## src/rtl/prfac_pkg.sv

```systemverilog
// Package for the prime factorizer: field widths and result limits.
// Used by prfac_div_core and prime_factorizer_unit; depends on nothing.
`timescale 1ns / 1ps
`default_nettype none

package prfac_pkg;

    localparam int VALUE_W     = 31;
    localparam int PRIME_W     = 31;
    localparam int EXP_W       = 5;
    localparam int MAX_RESULTS = 9;
    localparam int COUNT_W     = $clog2(MAX_RESULTS + 1);
    localparam int FIRST_DIV   = 2;

    // Handshake between the sequencer and the divider.
    typedef struct packed {
        logic start;
        logic busy;
    } t_div_ctl;

endpackage

`default_nettype wire

```

## src/rtl/prfac_div_core.sv

```systemverilog
// Restoring radix-2 divider: one quotient bit per cycle for a W-bit quotient.
// Uses prfac_pkg for the control struct; instantiated by prime_factorizer_unit.
`timescale 1ns / 1ps
`default_nettype none

module prfac_div_core #(
    parameter int W = 31
) (
    input  wire logic              i_clk,
    input  wire logic              i_rst_n,
    input  wire logic              i_start,
    input  wire logic [W-1:0]      i_dividend,
    input  wire logic [W-1:0]      i_divisor,
    output prfac_pkg::t_div_ctl    o_ctl,
    output logic      [W-1:0]      o_quotient,
    output logic      [W-1:0]      o_remainder
);

    localparam int CNT_W = $clog2(W + 1);

    logic             r_busy;
    logic [CNT_W-1:0] r_cnt;
    logic [W-1:0]     r_quo;
    logic [W-1:0]     r_rem;
    logic [W-1:0]     r_den;

    logic [W:0]       shifted;
    logic [W:0]       diff;
    logic             ge;

    // Bring down the next dividend bit and try to subtract the divisor.
    assign shifted = {r_rem, r_quo[W-1]};
    assign ge      = shifted >= {1'b0, r_den};
    assign diff    = shifted - {1'b0, r_den};

    always_ff @(posedge i_clk) begin
        if (!i_rst_n) begin
            r_busy <= 1'b0;
            r_cnt  <= '0;
        end else if (i_start) begin
            r_busy <= 1'b1;
            r_cnt  <= CNT_W'(W);
        end else if (r_busy) begin
            r_cnt <= r_cnt - CNT_W'(1);
            if (r_cnt == CNT_W'(1)) begin
                r_busy <= 1'b0;
            end
        end
    end

    always_ff @(posedge i_clk) begin
        if (i_start) begin
            r_quo <= i_dividend;
            r_rem <= '0;
            r_den <= i_divisor;
        end else if (r_busy) begin
            r_quo <= {r_quo[W-2:0], ge};
            r_rem <= ge ? diff[W-1:0] : shifted[W-1:0];
        end
    end

    assign o_ctl.start  = i_start;
    assign o_ctl.busy   = r_busy;
    assign o_quotient   = r_quo;
    assign o_remainder  = r_rem;

endmodule

`default_nettype wire

```

## src/rtl/prime_factorizer_unit.sv

```systemverilog
// Prime factorizer by trial division: sequencer around one shared divider.
// Depends on prfac_pkg and prfac_div_core.
//
// Usage:
//   Input channel (i_in_valid / o_in_stall, i_value) takes one integer item.
//   Output channel (o_out_valid / i_out_stall) returns one item per distinct
//   prime in ascending order: o_prime, o_exponent, o_last on the final one.
//   Values 0 and 1 give a single item with o_no_factors and o_last set.
//   The block takes one value at a time and stalls its input until the last
//   result of that value sits in the output register and is not stalled.
//   Each trial division passes through a start state, the divider's steps, a
//   wait for the divider to drop busy and a decision state; there is one
//   division per divisor tried and one more per power divided out. Divisors
//   run from 2 up to about sqrt(value), so a large 31-bit prime takes roughly
//   46,000 divisions. A value below 2 produces its result in the cycle after
//   acceptance.
//   When the receiver stalls, the held result stays in the output register
//   and the sequencer waits before emitting the next one.
//   Reset (synchronous, active low) returns the block to idle with no
//   pending output.
`timescale 1ns / 1ps
`default_nettype none

module prime_factorizer_unit #(
    parameter int VALUE_BITS = 31
) (
    input  wire logic                          i_clk,
    input  wire logic                          i_rst_n,
    input  wire logic                          i_in_valid,
    output logic                               o_in_stall,
    input  wire logic [prfac_pkg::VALUE_W-1:0] i_value,
    output logic                               o_out_valid,
    input  wire logic                          i_out_stall,
    output logic      [prfac_pkg::PRIME_W-1:0] o_prime,
    output logic      [prfac_pkg::EXP_W-1:0]   o_exponent,
    output logic                               o_no_factors,
    output logic                               o_last
);

    localparam int PW = $clog2(VALUE_BITS + 1);
    localparam int CW = prfac_pkg::COUNT_W;

    localparam logic [1:0] S_IDLE   = 2'd0;
    localparam logic [1:0] S_START  = 2'd1;
    localparam logic [1:0] S_DIV    = 2'd2;
    localparam logic [1:0] S_DECIDE = 2'd3;

    logic [1:0]            r_state, n_state;
    logic [VALUE_BITS-1:0] r_rem, n_rem;
    logic [VALUE_BITS-1:0] r_div, n_div;
    logic [PW-1:0]         r_pow, n_pow;
    logic [CW-1:0]         r_cnt, n_cnt;

    logic                            r_ovalid, n_ovalid;
    logic [prfac_pkg::PRIME_W-1:0]   r_oprime, n_oprime;
    logic [prfac_pkg::EXP_W-1:0]     r_oexp, n_oexp;
    logic                            r_onone, n_onone;
    logic                            r_olast, n_olast;

    prfac_pkg::t_div_ctl   div_ctl;
    logic [VALUE_BITS-1:0] div_q;
    logic [VALUE_BITS-1:0] div_r;
    logic [VALUE_BITS-1:0] in_val;
    logic                  out_free;
    logic                  in_acc;
    logic                  emit_last;

    assign in_val    = VALUE_BITS'(i_value);
    assign out_free  = !r_ovalid || !i_out_stall;
    assign o_in_stall = !((r_state == S_IDLE) && out_free);
    assign in_acc    = i_in_valid && !o_in_stall;
    assign emit_last = (r_rem == VALUE_BITS'(1)) ||
                       (r_cnt == CW'(prfac_pkg::MAX_RESULTS - 1));

    prfac_div_core #(
        .W (VALUE_BITS)
    ) u_div (
        .i_clk       (i_clk),
        .i_rst_n     (i_rst_n),
        .i_start     (r_state == S_START),
        .i_dividend  (r_rem),
        .i_divisor   (r_div),
        .o_ctl       (div_ctl),
        .o_quotient  (div_q),
        .o_remainder (div_r)
    );

    always_comb begin
        n_state  = r_state;
        n_rem    = r_rem;
        n_div    = r_div;
        n_pow    = r_pow;
        n_cnt    = r_cnt;
        n_ovalid = r_ovalid && i_out_stall;
        n_oprime = r_oprime;
        n_oexp   = r_oexp;
        n_onone  = r_onone;
        n_olast  = r_olast;

        unique case (r_state)
            S_IDLE: begin
                if (in_acc) begin
                    if (in_val < VALUE_BITS'(2)) begin
                        n_ovalid = 1'b1;
                        n_oprime = '0;
                        n_oexp   = '0;
                        n_onone  = 1'b1;
                        n_olast  = 1'b1;
                    end else begin
                        n_rem   = in_val;
                        n_div   = VALUE_BITS'(prfac_pkg::FIRST_DIV);
                        n_pow   = '0;
                        n_cnt   = '0;
                        n_state = S_START;
                    end
                end
            end
            S_START: begin
                n_state = S_DIV;
            end
            S_DIV: begin
                if (!div_ctl.busy) begin
                    n_state = S_DECIDE;
                end
            end
            S_DECIDE: begin
                // On the first division by a divisor, a quotient below the
                // divisor means divisor squared exceeds the remainder: the
                // remainder itself is the last prime.
                if ((r_pow == '0) && (r_div > div_q)) begin
                    if (out_free) begin
                        n_ovalid = 1'b1;
                        n_oprime = prfac_pkg::PRIME_W'(r_rem);
                        n_oexp   = prfac_pkg::EXP_W'(1);
                        n_onone  = 1'b0;
                        n_olast  = 1'b1;
                        n_state  = S_IDLE;
                    end
                end else if (div_r == '0) begin
                    n_rem   = div_q;
                    n_pow   = r_pow + PW'(1);
                    n_state = S_START;
                end else if (r_pow == '0) begin
                    n_div   = r_div + VALUE_BITS'(1);
                    n_state = S_START;
                end else if (out_free) begin
                    n_ovalid = 1'b1;
                    n_oprime = prfac_pkg::PRIME_W'(r_div);
                    n_oexp   = prfac_pkg::EXP_W'(r_pow);
                    n_onone  = 1'b0;
                    n_olast  = emit_last;
                    n_div    = r_div + VALUE_BITS'(1);
                    n_pow    = '0;
                    n_cnt    = r_cnt + CW'(1);
                    n_state  = emit_last ? S_IDLE : S_START;
                end
            end
            default: begin
                n_state = S_IDLE;
            end
        endcase
    end

    always_ff @(posedge i_clk) begin
        if (!i_rst_n) begin
            r_state  <= S_IDLE;
            r_ovalid <= 1'b0;
            r_pow    <= '0;
            r_cnt    <= '0;
        end else begin
            r_state  <= n_state;
            r_ovalid <= n_ovalid;
            r_pow    <= n_pow;
            r_cnt    <= n_cnt;
        end
    end

    always_ff @(posedge i_clk) begin
        r_rem    <= n_rem;
        r_div    <= n_div;
        r_oprime <= n_oprime;
        r_oexp   <= n_oexp;
        r_onone  <= n_onone;
        r_olast  <= n_olast;
    end

    assign o_out_valid  = r_ovalid;
    assign o_prime      = r_oprime;
    assign o_exponent   = r_oexp;
    assign o_no_factors = r_onone;
    assign o_last       = r_olast;

    // The sequencer only decides once the divider has finished.
    a_decide_after_div: assert property (@(posedge i_clk) disable iff (!i_rst_n)
        (r_state == S_DECIDE) |-> (!div_ctl.busy && !div_ctl.start))
        else $error("decision taken while divider busy");

    // A value below two yields its single flagged result on the next cycle.
    a_no_factor_result: assert property (@(posedge i_clk) disable iff (!i_rst_n)
        (in_acc && (in_val < VALUE_BITS'(2))) |=>
        (o_out_valid && o_no_factors && o_last))
        else $error("missing no-factor result");

    // Trial divisors never drop below the first divisor during a run.
    a_divisor_floor: assert property (@(posedge i_clk) disable iff (!i_rst_n)
        (r_state != S_IDLE) |-> (r_div >= VALUE_BITS'(prfac_pkg::FIRST_DIV)))
        else $error("trial divisor below two");

    // A real factor always carries a nonzero power.
    a_exp_nonzero: assert property (@(posedge i_clk) disable iff (!i_rst_n)
        (o_out_valid && !o_no_factors) |-> (o_exponent != '0))
        else $error("factor emitted with zero exponent");

endmodule

`default_nettype wire
```

## config.mk

```make
export PLATFORM = sky130hd
export DESIGN_NAME = prime_factorizer_unit
export DESIGN_NICKNAME = d
export VERILOG_FILES = /design/src/rtl/prfac_pkg.sv /design/src/rtl/prfac_div_core.sv /design/src/rtl/prime_factorizer_unit.sv
export SDC_FILE = /design/constraint.sdc
export NUM_CORES = 1
export LEC_CHECK = 0
export ABC_AREA = 1
export BUFFER_PORTS_ARGS = -buffer_cell sky130_fd_sc_hd__buf_2
export CAP_MARGIN = 20
export CELL_PAD_IN_SITES_DETAIL_PLACEMENT = 0
export CELL_PAD_IN_SITES_GLOBAL_PLACEMENT = 2
export CORE_UTILIZATION = 40
export CTS_CLUSTER_DIAMETER = 80
export DETAILED_ROUTE_END_ITERATION = 10
export GPL_TIMING_DRIVEN = 0
export PLACE_DENSITY = 0.85
export REMOVE_ABC_BUFFERS = 1
export SLEW_MARGIN = 20
export SYNTH_ARGS = -nofsm -noshare
export SYNTH_HDL_FRONTEND = slang
export SYNTH_SLANG_ARGS = --single-unit
export TNS_END_PERCENT = 50
```

## constraint.sdc

```tcl
create_clock -name i_clk -period 12.4 [get_ports i_clk]
set_clock_uncertainty 0.15 [all_clocks]
set_input_delay 3.72 -clock i_clk [delete_from_list [all_inputs] [get_ports i_clk]]
set_output_delay 3.72 -clock i_clk [all_outputs]
set_load 0.02 [all_outputs]
```

==> summary.md <==
| Metric | Value |
|---|---|
| CP Class | `in -> out` |
| Port Buffer Count | `74` |
| EDFF count, synth | `162` |
| Num ports | `75` |
| CTS Buffer Depth | `3` |
| Max-cap violations | `0` |
| TritonCTS Sinks | `211` |
| Grt total ovfl | `0` |
| Postcts setup bufs | `0` |
| Diodes inserted | `0` |
| Post-Synthesis Cells | `1515` |
| Endpoint required time on the critical path | `8.53 ns` |
| DRC viols | `0` |
| Clk Latency, worst-skew pair | `0.55 ns` |
| Status | `finished clean` |
| Min Tclk post-route | `8.17 ns` |
| WHS Path Cells | `2` |
| CTS tree | `built` |
| CTS Hold Bufs | `0` |
| Clock-pin transition on the worst setup and hold timing paths | `0.05 ns` |
| Post-DRT Antenna Nets | `0` |
| All-Layer GR Usage | `21.8%` |
| FP Rows | `64` |
| RSZ-0062 raised after global routing | `false` |
| Final Hold Vio Count | `0` |
| Detailed Route WL | `33800 um` |
| Via-to-Cell Ratio | `5.08` |
| Seq cells post-synth | `211` |
| Share of layout cells above drive strength 1 | `10.5%` |
| Worst VDD drop | `0.000174 V` |
| Fin area | `0.0143 mm2` |
| Fin nets | `1696` |
| TritonCTS Buffers | `26` |
| First-pass GRT wire length | `53500 um` |
| LEAKAGE | `6.09 nW` |
| DIE AREA | `0.0318 mm2` |
| Fin cells | `2002` |
| Reg2Reg Depth | `15` |
| Critical path arrival | `4.30 ns` |
| Setup crit start kind | `input pin` |
| DP HPWL | `25200 um` |
| Routed via count | `10200` |
| Antenna violations before repair | `0` |
| CP endpoint kind | `primary output` |
| Power Dens Cells | `298 mW/mm2` |
| TritonRoute pass-1 iters | `5` |
| Die width | `178 um` |
| Routed wire per std cell | `16.9 um` |
| Tcrit/Tclk final | `65.9%` |
| Placed Instances | `1954` |
| Placed instance area | `0.0133 mm2` |
| HP Class | `reg -> reg` |
| Synth Flop Type | `edfxtp_1` |
| Crit-path max cell delay | `0.22 ns` |
| Fin Setup TNS | `0 ns` |
| Fin. max-slew vios | `0` |
| Critical path cell sequence | `buf_2 > nand2_1 > nand2_1 > buf_2` |
| Total power | `4.26 mW` |
| Post_cts resized | `0` |
| Die Y | `178 um` |
| Post-synth ARST share | `0%` |
| 1st-iter DRT viols | `640` |
| Syn Std Cell Area | `0.0124 mm2` |
| Count of final setup violators | `0` |
| Count of cell types in the netlist | `49` |
| FMAX | `122 MHz` |
| Filler cells | `3053` |
| Clk root buf | `clkbuf_16` |
| H-tree depth | `1` |
| Sequential share of the synthesized area | `47.0%` |
| Sequential cell area | `0.00585 mm2` |
| GPL Wtd Cong | `0.892` |
| Footprint of the multi-input gates | `0.00553 mm2` |
| Vias in the first global route | `9805` |
| Least-Margin Pin Slew | `0.921 ns` |
| Avg Inst Size Synth | `8.21 um2` |
| Worst slew margin | `38.1%` |
| Largest net degree at the start of global routing | `62` |
| Yosys warning count | `0` |
| Initial Utilization | `40.6%` |
| Final core area utilization | `46.7%` |
| Crit-path max FO | `8` |
| CORE AREA | `0.0306 mm2` |
| Synth-to-Final Area Change | `14.9%` |
| Worst path slowest cell | `nand2_1` |
==> layer usage <==
| layer | global-route usage [%] | vias to the layer above | routed length [um] |
|---|---|---|---|
| li1 | - | 5214 | - |
| met1 | 30.9 | 4730 | 16400 |
| met2 | 35.5 | 192 | 15400 |
| met3 | 2.60 | 38 | 1300 |
| met4 | 5.23 | 0 | 710 |
| met5 | 0 | - | 0 |
==> cells in the final DEF (no fill, tap or decap), drive strengths merged, types with 4 or more instances in the layout <==
cell type and count:
o21ai 138, o211ai 20, or2 4, o22ai 22, o21a 7, clkinv 9
xnor2 14, nand3 73, ha 74, xor2 7, clkbuf 32, nor2 131
bufinv 6, nor3b 5, nor3 36, o21bai 5, nor4 5, inv 255
a21oi 89, dfxtp 49, buf 81, edfxtp 162, nand4 24, nand2 338
==> power breakdown <==
| part | switching, mW | internal [mW] |
|---|---|---|
| combinational | 1.37 | 0.608 |
| sequential | 0.239 | 1.22 |
| clock | 0.306 | 0.518 |
| total | 1.92 | 2.34 |
==> state kept, by name (all words and copies together) (netlist names), 2 cells and up <==
signal,cells
o_prime,31
r_div,31
r_rem,31
u_div.o_quotient,31
u_div.o_remainder,31
u_div.r_den,31
o_exponent,5
r_pow,5
u_div.r_cnt,5
r_cnt,4
r_state,2
==> per-stage QoR <==
step / hold slack (ns) / setup slack [ns]
global route: 0.357 / 4.19
detailed placement: 0.320 / 4.24
CTS: 0.332 / 4.24
global placement: 0.318 / 3.17
floorplan: 0.299 / 4.49
finish: 0.328 / 4.23
==> path summary, 6_finish.rpt <==
path                                                          from  slack [ns]                            endpoint
worst min register to register  u_div.o_remainder[25]$_SDFFE_PP0P_        0.33  u_div.o_remainder[25]$_SDFFE_PP0P_
worst min-delay path            u_div.o_remainder[25]$_SDFFE_PP0P_        0.33  u_div.o_remainder[25]$_SDFFE_PP0P_
worst max-delay path                                   i_out_stall        4.23                          o_in_stall
worst max register to register             r_div[14]$_SDFFCE_PN0P_        8.18              r_div[5]$_SDFFCE_PN0P_
==> synth_stat cells, types with 3 or more instances <==
cell	count	area share [%]
nor4_1	3	0.15
and3_1	3	0.15
nand2_1	334	10
nand2_2	4	0.20
o21ai_1	12	0.48
edfxtp_1	162	39
nand3_1	71	2.9
xnor2_1	14	0.99
dfxtp_1	49	7.9
inv_2	9	0.27
a21o_1	3	0.18
clkbuf_1	25	0.75
ha_1	74	7.4
xor2_1	7	0.49
nor2_1	124	3.7
buf_2	8	0.32
nor3b_1	5	0.30
a21oi_1	88	3.5
inv_1	245	7.4
o211ai_1	16	0.97
nor3_2	3	0.24
o22ai_1	22	1.1
o21ai_0	124	5.0
o211ai_2	4	0.40
a211oi_1	3	0.18
nand3b_1	3	0.18
o21a_1	7	0.42
nor2_2	5	0.25
nand4_1	23	1.2
or2_2	3	0.15
o21bai_1	5	0.30
a31oi_1	3	0.15
nor3_1	32	1.3
==> critical path, delay by kind of cell <==
family / cells / cell delay [ns]
buffers and inverters: 2 / 0.27
and+or+nand+nor: 2 / 0.31
==> logic make-up (layout without fill, tap and decap cells) <==
| kind of cell | after synthesis | in the layout | share of synthesized area, % |
|---|---|---|---|
| compound gates | 294 | 294 | 13.2 |
| xor+xnor | 21 | 21 | 1.48 |
| fa+ha+maj | 75 | 75 | 7.61 |
| buf+inv | 292 | 383 | 9.08 |
| flops | 211 | 211 | 47.0 |
| simple gates | 622 | 622 | 21.6 |
==> cell type report <==
type / instances / share of cell area [%]
multi-input cells: 1012 / 38.7
flip-flops and latches: 211 / 40.9
inverters: 254 / 6.69
clock inverters: 16 / 1.77
well taps: 396 / 3.47
clock buffers: 32 / 4.78
repair buffers: 81 / 3.64
Power figures use the tool's default switching activity.
